**config.mk**
```make
export PLATFORM = sky130hd
export DESIGN_NAME = tile_neighbor_autotile_encoder
export DESIGN_NICKNAME = d
export VERILOG_FILES = /design/src/hdl/tne_pkg.sv /design/src/hdl/tile_neighbor_autotile_encoder.sv
export SDC_FILE = /design/constraint.sdc
export NUM_CORES = 1
export LEC_CHECK = 0
export BUFFER_PORTS_ARGS = -buffer_cell sky130_fd_sc_hd__buf_2
export CORE_MARGIN = 4
export CORE_UTILIZATION = 50
export CTS_CLUSTER_DIAMETER = 30
export CTS_CLUSTER_SIZE = 30
export DETAILED_ROUTE_END_ITERATION = 8
export GPL_TIMING_DRIVEN = 0
export PLACE_DENSITY = 0.76
export SLEW_MARGIN = 0
export SYNTH_ARGS = -nofsm -noshare
export SYNTH_HDL_FRONTEND = slang
export SYNTH_SLANG_ARGS = --single-unit
export TNS_END_PERCENT = 20
```
**constraint.sdc**
```tcl
create_clock -name clk -period 7.4 [get_ports clk]
set_input_delay 0.37 -clock clk [delete_from_list [all_inputs] [get_ports clk]]
set_output_delay 0.37 -clock clk [all_outputs]
set_load 0.05 [all_outputs]
```
**src/hdl/tne_pkg.sv**
```systemverilog
// Types and constants of the tile neighbor autotile encoder.
package tne_pkg;

  localparam int DEF_MAX_WIDTH  = 128;
  localparam int DEF_MAX_HEIGHT = 128;

  localparam logic [7:0] RST_MAP_WIDTH  = 8'd98;
  localparam logic [7:0] RST_MAP_HEIGHT = 8'd66;

  localparam int CFG_IDX_W = 1;
  localparam logic [CFG_IDX_W-1:0] REG_MAP_WIDTH  = 1'd0;
  localparam logic [CFG_IDX_W-1:0] REG_MAP_HEIGHT = 1'd1;

  localparam logic [2:0] KIND_GRASS = 3'd0;
  localparam logic [2:0] KIND_TREE  = 3'd1;
  localparam logic [2:0] KIND_DIRT  = 3'd2;
  localparam logic [2:0] KIND_WALL  = 3'd3;
  localparam logic [2:0] KIND_DWALL = 3'd4;
  localparam logic [2:0] KIND_ROCK  = 3'd5;
  localparam logic [2:0] KIND_WATER = 3'd6;

  localparam logic [2:0] CLS_GRASS  = 3'd0;
  localparam logic [2:0] CLS_TRANS  = 3'd1;
  localparam logic [2:0] CLS_WATER  = 3'd2;
  localparam logic [2:0] CLS_ROCK   = 3'd3;
  localparam logic [2:0] CLS_TREE   = 3'd4;
  localparam logic [2:0] CLS_WALL   = 3'd5;
  localparam logic [2:0] CLS_DIRT   = 3'd6;
  localparam logic [2:0] CLS_DWALL  = 3'd7;

  typedef struct packed {
    logic [2:0] tile_kind;
    logic       start_of_map;
  } in_item_t;

  typedef struct packed {
    logic [6:0] center_row;
    logic [6:0] center_col;
    logic [2:0] image_class;
    logic [7:0] image_index;
    logic       tree_top_valid;
    logic [5:0] tree_top_index;
  } out_item_t;

endpackage

```
**src/hdl/tile_neighbor_autotile_encoder.sv**
```systemverilog
// Top level of the tile neighbor autotile encoder.
// Tiles enter on the in_ channel in raster order, border rows and columns
// included, one tile per transfer; start_of_map marks the first tile of a map.
// For every interior tile one result leaves on the out_ channel once the tile
// below and right of it has arrived: it carries the tile position, the image
// class and the neighbor bitmask.  Border tiles give no result.
// The block takes one tile per cycle while in_stall is low.  A tile's line
// buffer entry is read from a single memory at transfer time and written back
// when the tile leaves the working stage, with the entry forwarded when the next
// tile reads the same column.  out_valid is registered and rises when the tile
// that completes a window leaves the working stage.
// The output register lets a new tile enter while a result waits to be taken;
// when out_stall holds and both the output and the working stage are full,
// in_stall rises until the receiver takes the result.
// map_width and map_height must be written on the cfg_ port only while the block
// is idle, which the block itself does not enforce; values outside 3 to the
// maximum are clamped.  Reset clears the row and column counters and the window
// and sets the sizes to 98 by 66; the line memory needs no clearing pass.
module tile_neighbor_autotile_encoder
  import tne_pkg::*;
#(
  parameter int MAX_WIDTH  = DEF_MAX_WIDTH,
  parameter int MAX_HEIGHT = DEF_MAX_HEIGHT
) (
  input  logic                 clk,
  input  logic                 rst_n,
  input  logic                 in_valid,
  output logic                 in_stall,
  input  in_item_t             in_data,
  output logic                 out_valid,
  input  logic                 out_stall,
  output out_item_t            out_data,
  input  logic                 cfg_wr_en,
  input  logic [CFG_IDX_W-1:0] cfg_index,
  input  logic [7:0]           cfg_wdata
);

  localparam int CW  = $clog2(MAX_WIDTH);
  localparam int WW  = $clog2(MAX_WIDTH + 1);
  localparam int CWW = (WW > 8) ? WW : 8;
  localparam int RW  = $clog2(MAX_HEIGHT);
  localparam int HW  = $clog2(MAX_HEIGHT + 1);
  localparam int HWW = (HW > 8) ? HW : 8;
  localparam int OW  = (HW > 7) ? HW : 7;
  localparam int OC  = (WW > 7) ? WW : 7;

  // Configuration registers.
  logic [7:0] width_cfg_r, height_cfg_r;

  always_ff @(posedge clk) begin
    if (!rst_n) begin
      width_cfg_r  <= RST_MAP_WIDTH;
      height_cfg_r <= RST_MAP_HEIGHT;
    end else if (cfg_wr_en) begin
      unique case (cfg_index)
        REG_MAP_WIDTH:  width_cfg_r  <= cfg_wdata;
        REG_MAP_HEIGHT: height_cfg_r <= cfg_wdata;
        default: ;
      endcase
    end
  end

  logic [CWW-1:0] w_ext, w_cl;
  logic [HWW-1:0] h_ext, h_cl;
  logic [WW-1:0]  w_eff;
  logic [HW-1:0]  h_eff;

  always_comb begin
    w_ext = CWW'(width_cfg_r);
    h_ext = HWW'(height_cfg_r);
    if (w_ext < CWW'(3))              w_cl = CWW'(3);
    else if (w_ext > CWW'(MAX_WIDTH)) w_cl = CWW'(MAX_WIDTH);
    else                              w_cl = w_ext;
    if (h_ext < HWW'(3))               h_cl = HWW'(3);
    else if (h_ext > HWW'(MAX_HEIGHT)) h_cl = HWW'(MAX_HEIGHT);
    else                               h_cl = h_ext;
    w_eff = w_cl[WW-1:0];
    h_eff = h_cl[HW-1:0];
  end

  // Handshake and stage control.
  logic s1_valid_r, out_valid_r, adv1, in_acc;

  assign adv1     = s1_valid_r && (!out_valid_r || !out_stall);
  assign in_stall = s1_valid_r && !adv1;
  assign in_acc   = in_valid && !in_stall;

  // Raster counters, evaluated for the incoming tile.
  logic [CW-1:0] col_r, col_cur, col_nxt;
  logic [RW-1:0] row_r, row_cur, row_nxt;
  logic [WW-1:0] col_x, col_x1;
  logic [HW-1:0] row_x, row_x1;

  always_comb begin
    col_cur = col_r;
    row_cur = row_r;
    if (in_data.start_of_map) begin
      col_cur = '0;
      row_cur = '0;
    end
    if (WW'(col_cur) >= w_eff) col_cur = '0;
    if (HW'(row_cur) >= h_eff) row_cur = '0;
    col_x  = WW'(col_cur);
    row_x  = HW'(row_cur);
    col_x1 = col_x + WW'(1);
    row_x1 = row_x + HW'(1);
    if (col_x1 >= w_eff) begin
      col_nxt = '0;
      row_nxt = (row_x1 >= h_eff) ? '0 : row_x1[RW-1:0];
    end else begin
      col_nxt = col_x1[CW-1:0];
      row_nxt = row_cur;
    end
  end

  always_ff @(posedge clk) begin
    if (!rst_n) begin
      col_r <= '0;
      row_r <= '0;
    end else if (in_acc) begin
      col_r <= col_nxt;
      row_r <= row_nxt;
    end
  end

  // Working stage: one tile whose line memory entry has been read.
  logic [2:0]    s1_kind_r;
  logic [CW-1:0] s1_col_r;
  logic [OW-1:0] s1_cr_r;
  logic [OC-1:0] s1_cc_r;
  logic          s1_emit_r, s1_top_r, s1_bot_r, s1_lft_r, s1_rgt_r, s1_tall_r;
  logic          fwd_r;
  logic [5:0]    fwd_data_r, mem_q_r, eff;
  logic [2:0]    eff_a, eff_b;

  // Each entry holds the kinds of the two previous rows at that column.
  logic [5:0] line_mem [MAX_WIDTH];

  assign eff   = fwd_r ? fwd_data_r : mem_q_r;
  assign eff_a = eff[5:3];
  assign eff_b = eff[2:0];

  always_ff @(posedge clk) begin
    if (in_acc) begin
      mem_q_r <= line_mem[col_cur];
    end
    if (adv1) begin
      line_mem[s1_col_r] <= {eff_b, s1_kind_r};
    end
  end

  always_ff @(posedge clk) begin
    if (!rst_n) begin
      s1_valid_r <= 1'b0;
      fwd_r      <= 1'b0;
    end else if (in_acc) begin
      s1_valid_r <= 1'b1;
      // The tile leaving the stage writes the entry that this one reads.
      fwd_r      <= s1_valid_r && (col_cur == s1_col_r);
    end else if (adv1) begin
      s1_valid_r <= 1'b0;
    end
  end

  always_ff @(posedge clk) begin
    if (in_acc) begin
      fwd_data_r <= {eff_b, s1_kind_r};
      s1_kind_r  <= in_data.tile_kind;
      s1_col_r   <= col_cur;
      s1_cr_r    <= OW'(row_x) - OW'(1);
      s1_cc_r    <= OC'(col_x) - OC'(1);
      s1_emit_r  <= (row_x >= HW'(2)) && (col_x >= WW'(2));
      s1_top_r   <= (row_x == HW'(2));
      s1_bot_r   <= (row_x1 == h_eff);
      s1_lft_r   <= (col_x == WW'(2));
      s1_rgt_r   <= (col_x1 == w_eff);
      s1_tall_r  <= (row_x >= HW'(3));
    end
  end

  // 3x3 window, index row*3+col with the newest column at col 2.
  logic [2:0] win_r   [9];
  logic [2:0] win_nxt [9];

  always_comb begin
    for (int i = 0; i < 3; i++) begin
      win_nxt[i*3]     = win_r[i*3+1];
      win_nxt[i*3+1]   = win_r[i*3+2];
    end
    win_nxt[2] = eff_a;
    win_nxt[5] = eff_b;
    win_nxt[8] = s1_kind_r;
  end

  always_ff @(posedge clk) begin
    if (!rst_n) begin
      for (int i = 0; i < 9; i++) win_r[i] <= '0;
    end else if (adv1) begin
      for (int i = 0; i < 9; i++) win_r[i] <= win_nxt[i];
    end
  end

  // Neighbor kinds; bit 3 set marks a border neighbor that never matches.
  logic [3:0] nb_dr, nb_bl, nb_dl, nb_rt, nb_lf, nb_ur, nb_up, nb_ul, ctr;
  logic [3:0] nb [8];
  logic [7:0] m_same, m_diff;
  logic [2:0] cls;
  logic [7:0] idx;
  logic       tv;
  logic [5:0] ti;

  assign ctr   = {1'b0, win_nxt[4]};
  assign nb_dr = (s1_bot_r || s1_rgt_r) ? 4'h8 : {1'b0, win_nxt[8]};
  assign nb_bl = s1_bot_r               ? 4'h8 : {1'b0, win_nxt[7]};
  assign nb_dl = (s1_bot_r || s1_lft_r) ? 4'h8 : {1'b0, win_nxt[6]};
  assign nb_rt = s1_rgt_r               ? 4'h8 : {1'b0, win_nxt[5]};
  assign nb_lf = s1_lft_r               ? 4'h8 : {1'b0, win_nxt[3]};
  assign nb_ur = (s1_top_r || s1_rgt_r) ? 4'h8 : {1'b0, win_nxt[2]};
  assign nb_up = s1_top_r               ? 4'h8 : {1'b0, win_nxt[1]};
  assign nb_ul = (s1_top_r || s1_lft_r) ? 4'h8 : {1'b0, win_nxt[0]};

  always_comb begin
    nb[7] = nb_dr; nb[6] = nb_bl; nb[5] = nb_dl; nb[4] = nb_rt;
    nb[3] = nb_lf; nb[2] = nb_ur; nb[1] = nb_up; nb[0] = nb_ul;
    for (int i = 0; i < 8; i++) begin
      m_same[i] = (nb[i] == ctr);
      m_diff[i] = (nb[i] != {1'b0, KIND_GRASS}) && (nb[i] != {1'b0, KIND_WALL}) &&
                  (nb[i] != {1'b0, KIND_TREE});
    end
    cls = CLS_DIRT;
    idx = '0;
    tv  = 1'b0;
    ti  = '0;
    case (win_nxt[4]) inside
      KIND_WATER, KIND_ROCK: begin
        cls = (win_nxt[4] == KIND_WATER) ? CLS_WATER : CLS_ROCK;
        idx = m_same;
      end
      KIND_GRASS: begin
        cls = (m_diff == '0) ? CLS_GRASS : CLS_TRANS;
        idx = m_diff;
      end
      KIND_TREE: begin
        cls = CLS_TREE;
        idx = {2'b00, m_same[7], m_same[6], m_same[5], m_same[4], 1'b1, m_same[3]};
        if (!m_same[1] && s1_tall_r) begin
          tv = 1'b1;
          ti = {m_same[4], 1'b1, m_same[3], m_same[2], m_same[1], m_same[0]};
        end
      end
      KIND_WALL: begin
        cls = CLS_WALL;
        idx = {4'b0000, m_same[3], m_same[6], m_same[4], m_same[1]};
      end
      KIND_DWALL: cls = CLS_DWALL;
      default:    cls = CLS_DIRT;
    endcase
  end

  // Output register.
  out_item_t out_data_r;

  always_ff @(posedge clk) begin
    if (!rst_n) begin
      out_valid_r <= 1'b0;
    end else if (adv1 && s1_emit_r) begin
      out_valid_r <= 1'b1;
    end else if (!out_stall) begin
      out_valid_r <= 1'b0;
    end
  end

  always_ff @(posedge clk) begin
    if (adv1 && s1_emit_r) begin
      out_data_r.center_row     <= s1_cr_r[6:0];
      out_data_r.center_col     <= s1_cc_r[6:0];
      out_data_r.image_class    <= cls;
      out_data_r.image_index    <= idx;
      out_data_r.tree_top_valid <= tv;
      out_data_r.tree_top_index <= ti;
    end
  end

  assign out_valid = out_valid_r;
  assign out_data  = out_data_r;

endmodule

```
=== Word level (Yosys, flattened, before mapping) ===
Memories as Yosys holds them, arrays and structs flattened. A register that Yosys moved wholly into a read port is not among the register bits.
Index checks and enable logic that the tools add are counted.

* Memory bits (writable): 795
* Memory bits (read-only): 0
* Bits in latches: 0
* Register bits: 101
* Memories kept: 2

{| class="wikitable"
|+ Memory list
! name !! depth !! width !! rd ports !! clocked after memory_dff !! wr ports !! line !! RTL
|-
| line_mem || 128 || 6 || 1 || 1 || 1 || tile_neighbor_autotile_encoder.sv:137 || <nowiki>logic [5:0] line_mem [MAX_WIDTH];</nowiki>
|-
| win_r || 9 || 3 || 6 || 0 || 9 || tile_neighbor_autotile_encoder.sv:182 || <nowiki>logic [2:0] win_r [9];</nowiki>
|}

* Add/subtract/negate cells: 4
* $lt $le $gt $ge: 11
* Multiply operators: 0
* Shifts and indexed selects: 0
* Equality and inequality tests: 35
* Div/mod/pow operators: 0
* Muxes and demuxes: 51
* Bitwise logic cells: 12
* Reductions and logical operators: 49

{| class="wikitable"
|+ Operator list
! cell !! count
|-
| 2-to-1 mux 7 bit || 7
|-
| 2-to-1 mux 8 bit || 6
|-
| 2-to-1 mux 4 bit || 9
|-
| 2-to-1 mux 3 bit || 11
|-
| == test 4 x 3 -> 1 bit || 8
|-
| inequality test 4 x 1 -> 1 bit, second input constant || 8
|-
| inequality test 4 x 2 -> 1 bit, second input constant || 8
|-
| nonzero test 4 bit || 8
|-
| logical AND 1 bit || 23
|-
| >= comparator 7 x 2 -> 1 bit, second input constant || 3
|-
| adder 7 x 1 -> 8 bit, second input constant || 2
|-
| == test 8 bit || 2
|-
| >= comparator 7 x 8 -> 1 bit || 2
|-
| >= comparator 8 bit || 2
|-
| greater-than comparator 8 bit, second input constant || 2
|-
| less-than comparator 8 x 2 -> 1 bit, second input constant || 2
|-
| == test 7 x 2 -> 1 bit, second input constant || 2
|-
| subtractor 7 x 1 -> 7 bit, second input constant || 2
|-
| 2-to-1 mux 1 bit || 13
|-
| 2-to-1 mux 6 bit || 2
|-
| == test 3 bit, second input constant || 3
|-
| bitwise OR 1 bit || 9
|-
| logical NOT 8 bit || 1
|-
| == test 7 bit || 1
|-
| 14 further kinds || 26
|}

=== Logic depth before layout (Yosys ltp) ===
* Word-level depth: 9
* Depth in mapped cells: 28
* Mapped depth without buffers: 27

=== Worst setup path before layout ===
Ideal clock, no wire load.

* Kind: reg-to-reg
* From: reg col_r[0]
* To: reg row_r[2]
* Required time: 7317 ps
* Stages on the path, launching flop included: 23
* Arrival: 5549 ps
* Path slack: 1768 ps
* Cells stage by stage: dfxtp_1 -> nor2b_1 -> inv_2 -> buf_2 -> buf_2 -> buf_2 -> buf_1 -> ha_1 -> nand2b_4 -> a2111o_4 -> a21boi_2 -> buf_2 -> buf_1 -> buf_2 -> ha_1 -> nand4_1 -> xnor2_1 -> ha_1 -> nand4_1 -> o21ai_0 -> nor2b_1 -> or4b_2 -> a41oi_1

* Cells in the longest elaborated chain, start to end: 6

{| class="wikitable"
|+ Ends and longest elaborated chain
! item !! line !! RTL
|-
| from (decl) || tile_neighbor_autotile_encoder.sv:89 || <nowiki>logic [CW-1:0] col_r, col_cur, col_nxt;</nowiki>
|-
| from (signal assigned) || tile_neighbor_autotile_encoder.sv:121 || <nowiki>col_r <= col_nxt;</nowiki>
|-
| 2-to-1 mux 7 bit * || tile_neighbor_autotile_encoder.sv:97 || <nowiki>if (in_data.start_of_map) begin</nowiki>
|-
| >= comparator 7 x 8 -> 1 bit || tile_neighbor_autotile_encoder.sv:101 || <nowiki>if (WW'(col_cur) >= w_eff) col_cur = '0;</nowiki>
|-
| 2-to-1 mux 7 bit * || tile_neighbor_autotile_encoder.sv:101 ||
|-
| via col_cur[0] || tile_neighbor_autotile_encoder.sv:89 ||
|-
| adder 7 x 1 -> 8 bit * || tile_neighbor_autotile_encoder.sv:105 || <nowiki>col_x1 = col_x + WW'(1);</nowiki>
|-
| >= comparator 8 bit * || tile_neighbor_autotile_encoder.sv:107 || <nowiki>if (col_x1 >= w_eff) begin</nowiki>
|-
| 2-to-1 mux 7 bit * || tile_neighbor_autotile_encoder.sv:107 ||
|-
| to (signal assigned) || tile_neighbor_autotile_encoder.sv:122 || <nowiki>row_r <= row_nxt;</nowiki>
|-
| to (decl) || tile_neighbor_autotile_encoder.sv:90 || <nowiki>logic [RW-1:0] row_r, row_cur, row_nxt;</nowiki>
|}

The timed path passes the listed nets; every way through them passes the cells marked *.
A chain may end at the register's enable or synchronous reset.

=== Final worst setup path ===
* From: reg col_r[0]
* To: reg mem_q_r[4], read port of line_mem, data pin

* Cells in the longest elaborated chain, start to end: 3

{| class="wikitable"
|+ Ends and longest elaborated chain
! item !! line !! RTL
|-
| 2-to-1 mux 7 bit * || tile_neighbor_autotile_encoder.sv:97 ||
|-
| >= comparator 7 x 8 -> 1 bit || tile_neighbor_autotile_encoder.sv:101 ||
|-
| 2-to-1 mux 7 bit * || tile_neighbor_autotile_encoder.sv:101 ||
|-
| to (decl) || tile_neighbor_autotile_encoder.sv:133 || <nowiki>logic [5:0] fwd_data_r, mem_q_r, eff;</nowiki>
|}

Every way passes the cells marked *; elsewhere a longest branch is shown, timed or not.

==> metrics.txt <==
# TYPE chip_impl_metric gauge
chip_impl_info{name="outcome",value="finished, violations left"} 1
chip_impl_info{name="violations",value="max-capacitance violations, max-slew violations, negative setup slack"} 1
chip_impl_metric{name="cts_buffers",unit=""} 169
chip_impl_info{name="end_kind",value="register"} 1
chip_impl_metric{name="die-width",unit="um"} 281
chip_impl_metric{name="floorplan.initialDensity",unit=""} 0.507
chip_impl_info{name="worstHoldPathType",value="primary input to register"} 1
chip_impl_metric{name="cts.htree.levels",unit=""} 4
chip_impl_info{name="clock_root_cell",value="sky130_fd_sc_hd__clkbuf_16"} 1
chip_impl_metric{name="reg2reg_setup_slack",unit="ps"} -320
chip_impl_metric{name="ys_seq_area_frac",unit=""} 0.712
chip_impl_metric{name="clock_sinks",unit=""} 892
chip_impl_metric{name="hpwl",unit="um"} 111000
chip_impl_metric{name="io-pin-count",unit=""} 52
chip_impl_metric{name="timing.critical_path.required",unit="ps"} 7840
chip_impl_info{name="tritoncts",value="yes"} 1
chip_impl_metric{name="synthesis_to_finish_area_growth",unit="%"} 22.9
chip_impl_metric{name="total_power",unit="mW"} 14.3
chip_impl_metric{name="drt-wirelength-per-cell",unit="um"} 40.6
chip_impl_metric{name="vdd_ir_drop_max",unit="V"} 0.000308
chip_impl_metric{name="io_buffer_count",unit=""} 50
chip_impl_metric{name="vias",unit=""} 28413
chip_impl_metric{name="drtAntennaViolNets",unit=""} 0
chip_impl_metric{name="worstPathMaxFanout",unit=""} 19
chip_impl_metric{name="drt-vias-per-instance",unit=""} 6.86
chip_impl_metric{name="crit_arrival",unit="ps"} 8160
chip_impl_metric{name="die-height",unit="um"} 281
chip_impl_metric{name="grt_overall_usage",unit=""} 0.423
chip_impl_metric{name="drv.max_cap_violation_count",unit=""} 15
chip_impl_metric{name="slew_violations",unit=""} 143
chip_impl_metric{name="grt_start_max_net_pins",unit=""} 133
chip_impl_metric{name="drt_drc",unit=""} 0
chip_impl_info{name="rsz0062_at_grt",value="yes"} 1
chip_impl_info{name="synth_area_leader_cell",value="sky130_fd_sc_hd__edfxtp_1"} 1
chip_impl_metric{name="fmaxAchievable",unit="MHz"} 129
chip_impl_metric{name="synth-seq-cells",unit=""} 892
chip_impl_metric{name="clock_skew",unit="ps"} 62.4
chip_impl_metric{name="gp_congestion",unit=""} 1.07
chip_impl_metric{name="cts_buffer_depth",unit=""} 3
chip_impl_metric{name="power_density_of_the_placed_cells",unit="mW/mm^2"} 313
chip_impl_metric{name="grt_pass1_vias",unit=""} 26653
chip_impl_metric{name="period_minus_slack",unit="ps"} 7720
chip_impl_metric{name="drt-total-wl",unit="um"} 168000
chip_impl_info{name="synth-main-ff-cell",value="sky130_fd_sc_hd__edfxtp_1"} 1
chip_impl_metric{name="clkLatencyLatePin",unit="ps"} 790
chip_impl_metric{name="dr.first_iter.drc_count",unit=""} 4967
chip_impl_info{name="critPathKind",value="register to register"} 1
chip_impl_metric{name="synthDominantCellAreaShare",unit=""} 0.694
chip_impl_metric{name="worst_slack_after_detailed_placement",unit="ps"} -3100
chip_impl_info{name="yosys-top-cells-area",value="sky130_fd_sc_hd__edfxtp_1 69%, sky130_fd_sc_hd__nand2_1 4.1%, sky130_fd_sc_hd__mux2i_1 3.4%"} 1
chip_impl_metric{name="first_pass_iters",unit=""} 7
chip_impl_metric{name="fin_nets",unit=""} 3087
chip_impl_metric{name="tightestPinTransition",unit="ps"} 1670
chip_impl_metric{name="grt_first_pass_wirelength",unit="um"} 223000
chip_impl_metric{name="row_count",unit=""} 99
chip_impl_metric{name="grt_remaining_overflow",unit=""} 0
chip_impl_metric{name="yosysWarningCount",unit=""} 0
chip_impl_metric{name="antenna_found_initial",unit=""} 18
chip_impl_metric{name="cts_post_setup_buffers_inserted",unit=""} 0
chip_impl_metric{name="final-hold-violation-count",unit=""} 0
chip_impl_metric{name="synth_fp_nets",unit=""} 2818
chip_impl_metric{name="final_min_period_over_clock_period",unit=""} 1.04
chip_impl_metric{name="syn-instance-count",unit=""} 2764
chip_impl_metric{name="final_cell_area",unit="mm^2"} 0.0457
chip_impl_metric{name="final.setup.tns",unit="ps"} -1120
chip_impl_metric{name="syn-cell-area",unit="mm^2"} 0.0372
chip_impl_metric{name="setup_violations",unit=""} 5
chip_impl_metric{name="syn_area_per_cell",unit="um^2"} 13.4
chip_impl_metric{name="synth_enable_flop_cells",unit=""} 859
chip_impl_metric{name="coreArea",unit="mm^2"} 0.0733
chip_impl_info{name="critPathLaunchType",value="register"} 1
chip_impl_metric{name="total_leakage_power",unit="nW"} 16.3
chip_impl_metric{name="dpl_cell_area",unit="mm^2"} 0.0394
chip_impl_metric{name="fp.dieArea",unit="mm^2"} 0.0788
chip_impl_metric{name="final_layout_size_suffix_gt1_frac",unit=""} 0.156
chip_impl_metric{name="synthDistinctLibCells",unit=""} 84
chip_impl_metric{name="share_of_synthesized_flip_flops_with_an_asynchronous_set_or_reset",unit=""} 0
chip_impl_metric{name="relSlewSlack",unit=""} -0.117
chip_impl_metric{name="clock_pin_slew_on_the_worst_setup_and_hold_paths",unit="ps"} 50
chip_impl_metric{name="setup_ws",unit="ps"} -323
==> worst max-delay path, cell delays in order, from the launching register on <==
cell and delay, ps:
sky130_fd_sc_hd__dfxtp_1 330, sky130_fd_sc_hd__nor2b_2 220, sky130_fd_sc_hd__inv_4 270, sky130_fd_sc_hd__buf_4 410, sky130_fd_sc_hd__buf_6 390, sky130_fd_sc_hd__buf_4 410
sky130_fd_sc_hd__ha_1 300, sky130_fd_sc_hd__nand2b_4 160, sky130_fd_sc_hd__a2111oi_4 390, sky130_fd_sc_hd__buf_4 250, sky130_fd_sc_hd__o21ai_2 150, sky130_fd_sc_hd__nor2_2 480
sky130_fd_sc_hd__clkbuf_1 1080, sky130_fd_sc_hd__a21oi_1 260, sky130_fd_sc_hd__nor4_1 1040, sky130_fd_sc_hd__nor3_1 250, sky130_fd_sc_hd__nor4_1 670, sky130_fd_sc_hd__nor2_1 280
==> kinds of logic after synthesis <==
family	synth area share
XOR/XNOR	0.0115
AND/OR/NAND/NOR	0.115
multiplexers	0.0427
adder cells (fa/ha/maj)	0.0121
flip-flops	0.712
buffers and inverters	0.0221
AO/OA/AOI/OAI	0.0850
other	0.000101
==> final timing paths <==
| path | startpoint | end | cells past startpoint |
|---|---|---|---|
| worst max-delay path | col_r[0] | mem_q_r[4] | 17 |
| worst min-delay path | out_stall | out_valid | 3 |
| worst max register to register | col_r[0] | mem_q_r[4] | 17 |
| worst min register to register | s1_cr_r[2] | out_data[27] | 0 |
==> where the power goes <==
group / leakage, nW / internal, mW / switching [mW]
Clock: 2.85 / 5.17 / 2.82
Sequential: 8.05 / 5.59 / 0.0232
Combinational: 5.37 / 0.179 / 0.540
Total: 16.3 / 10.9 / 3.38
==> synth_stat cells, drive strengths merged, types with 15 or more instances <==
library cell	n
a21oi	140
a31oi	22
and2	17
buf	71
clkbuf	87
dfxtp	33
edfxtp	859
ha	36
inv	36
mux2i	126
nand2	410
nand2b	17
nand3	68
nand4	15
nor2	249
nor2b	22
nor3	103
nor4	34
o211ai	21
o21ai	66
o221ai	15
o22ai	67
o31ai	15
xnor2	29
xor2	20
==> final cells by class <==
| type | count | area [um^2] |
|---|---|---|
| fill | 5535 | 27700 |
| sequential | 892 | 26500 |
| multi-input combinational | 1677 | 10000 |
| clock buffer | 186 | 4300 |
| clock inverter | 127 | 1700 |
| tap | 959 | 1200 |
| timing repair buffer | 100 | 1120 |
| buffer | 156 | 728 |
| inverter | 37 | 145 |
| antenna | 10 | 25.0 |
==> placed cells by master (no fill, tap or decap), types with 22 or more instances in the layout <==
cell / instances
sky130_fd_sc_hd__edfxtp_1: 859
sky130_fd_sc_hd__nand2_1: 409
sky130_fd_sc_hd__nor2_1: 245
sky130_fd_sc_hd__clkbuf_16: 169
sky130_fd_sc_hd__a21oi_1: 139
sky130_fd_sc_hd__mux2i_1: 126
sky130_fd_sc_hd__nor3_1: 103
sky130_fd_sc_hd__buf_2: 93
sky130_fd_sc_hd__clkbuf_1: 91
sky130_fd_sc_hd__nand3_1: 68
sky130_fd_sc_hd__o22ai_1: 67
sky130_fd_sc_hd__o21ai_0: 61
sky130_fd_sc_hd__ha_1: 36
sky130_fd_sc_hd__nor4_1: 33
sky130_fd_sc_hd__dfxtp_1: 33
sky130_fd_sc_hd__xnor2_1: 29
sky130_fd_sc_hd__inv_1: 27
sky130_fd_sc_hd__bufinv_16: 26
sky130_fd_sc_hd__a31oi_1: 22
==> flip-flops by register name, summed over array words and instances (netlist names), 3 cells and up <==
| register | count |
|---|---|
| w_ext | 8 |
| s1_cr_r | 7 |
| line_mem | 768 |
| s1_col_r | 7 |
| win_r | 18 |
| out_data | 31 |
| s1_kind_r | 3 |
| row_r | 7 |
| col_r | 7 |
| mem_q_r | 6 |
| h_ext | 8 |
| s1_cc_r | 7 |
| fwd_data_r | 6 |
==> what timing repair did <==
action,CTS,global route
setup endpoints to repair,32,6
resized for setup,30,12
hold buffers,13,0
hold endpoints to repair,20,0
==> per-stage QoR <==
step                instances  utilization  hold WS [ps]
finish                   4144        0.623          51.2
global placement         3773        0.527           402
global route             4134        0.622          73.6
CTS                      4131        0.621          26.1
detailed placement       3807        0.537           405
floorplan                2764            -           400
==> per-layer routing <==
layer,part of all wire,GRT usage
met1,0.34,0.515
met2,0.43,0.615
met3,0.15,0.183
met4,0.078,0.277
met5,0.00077,0
(Power assumes the default switching activity.)
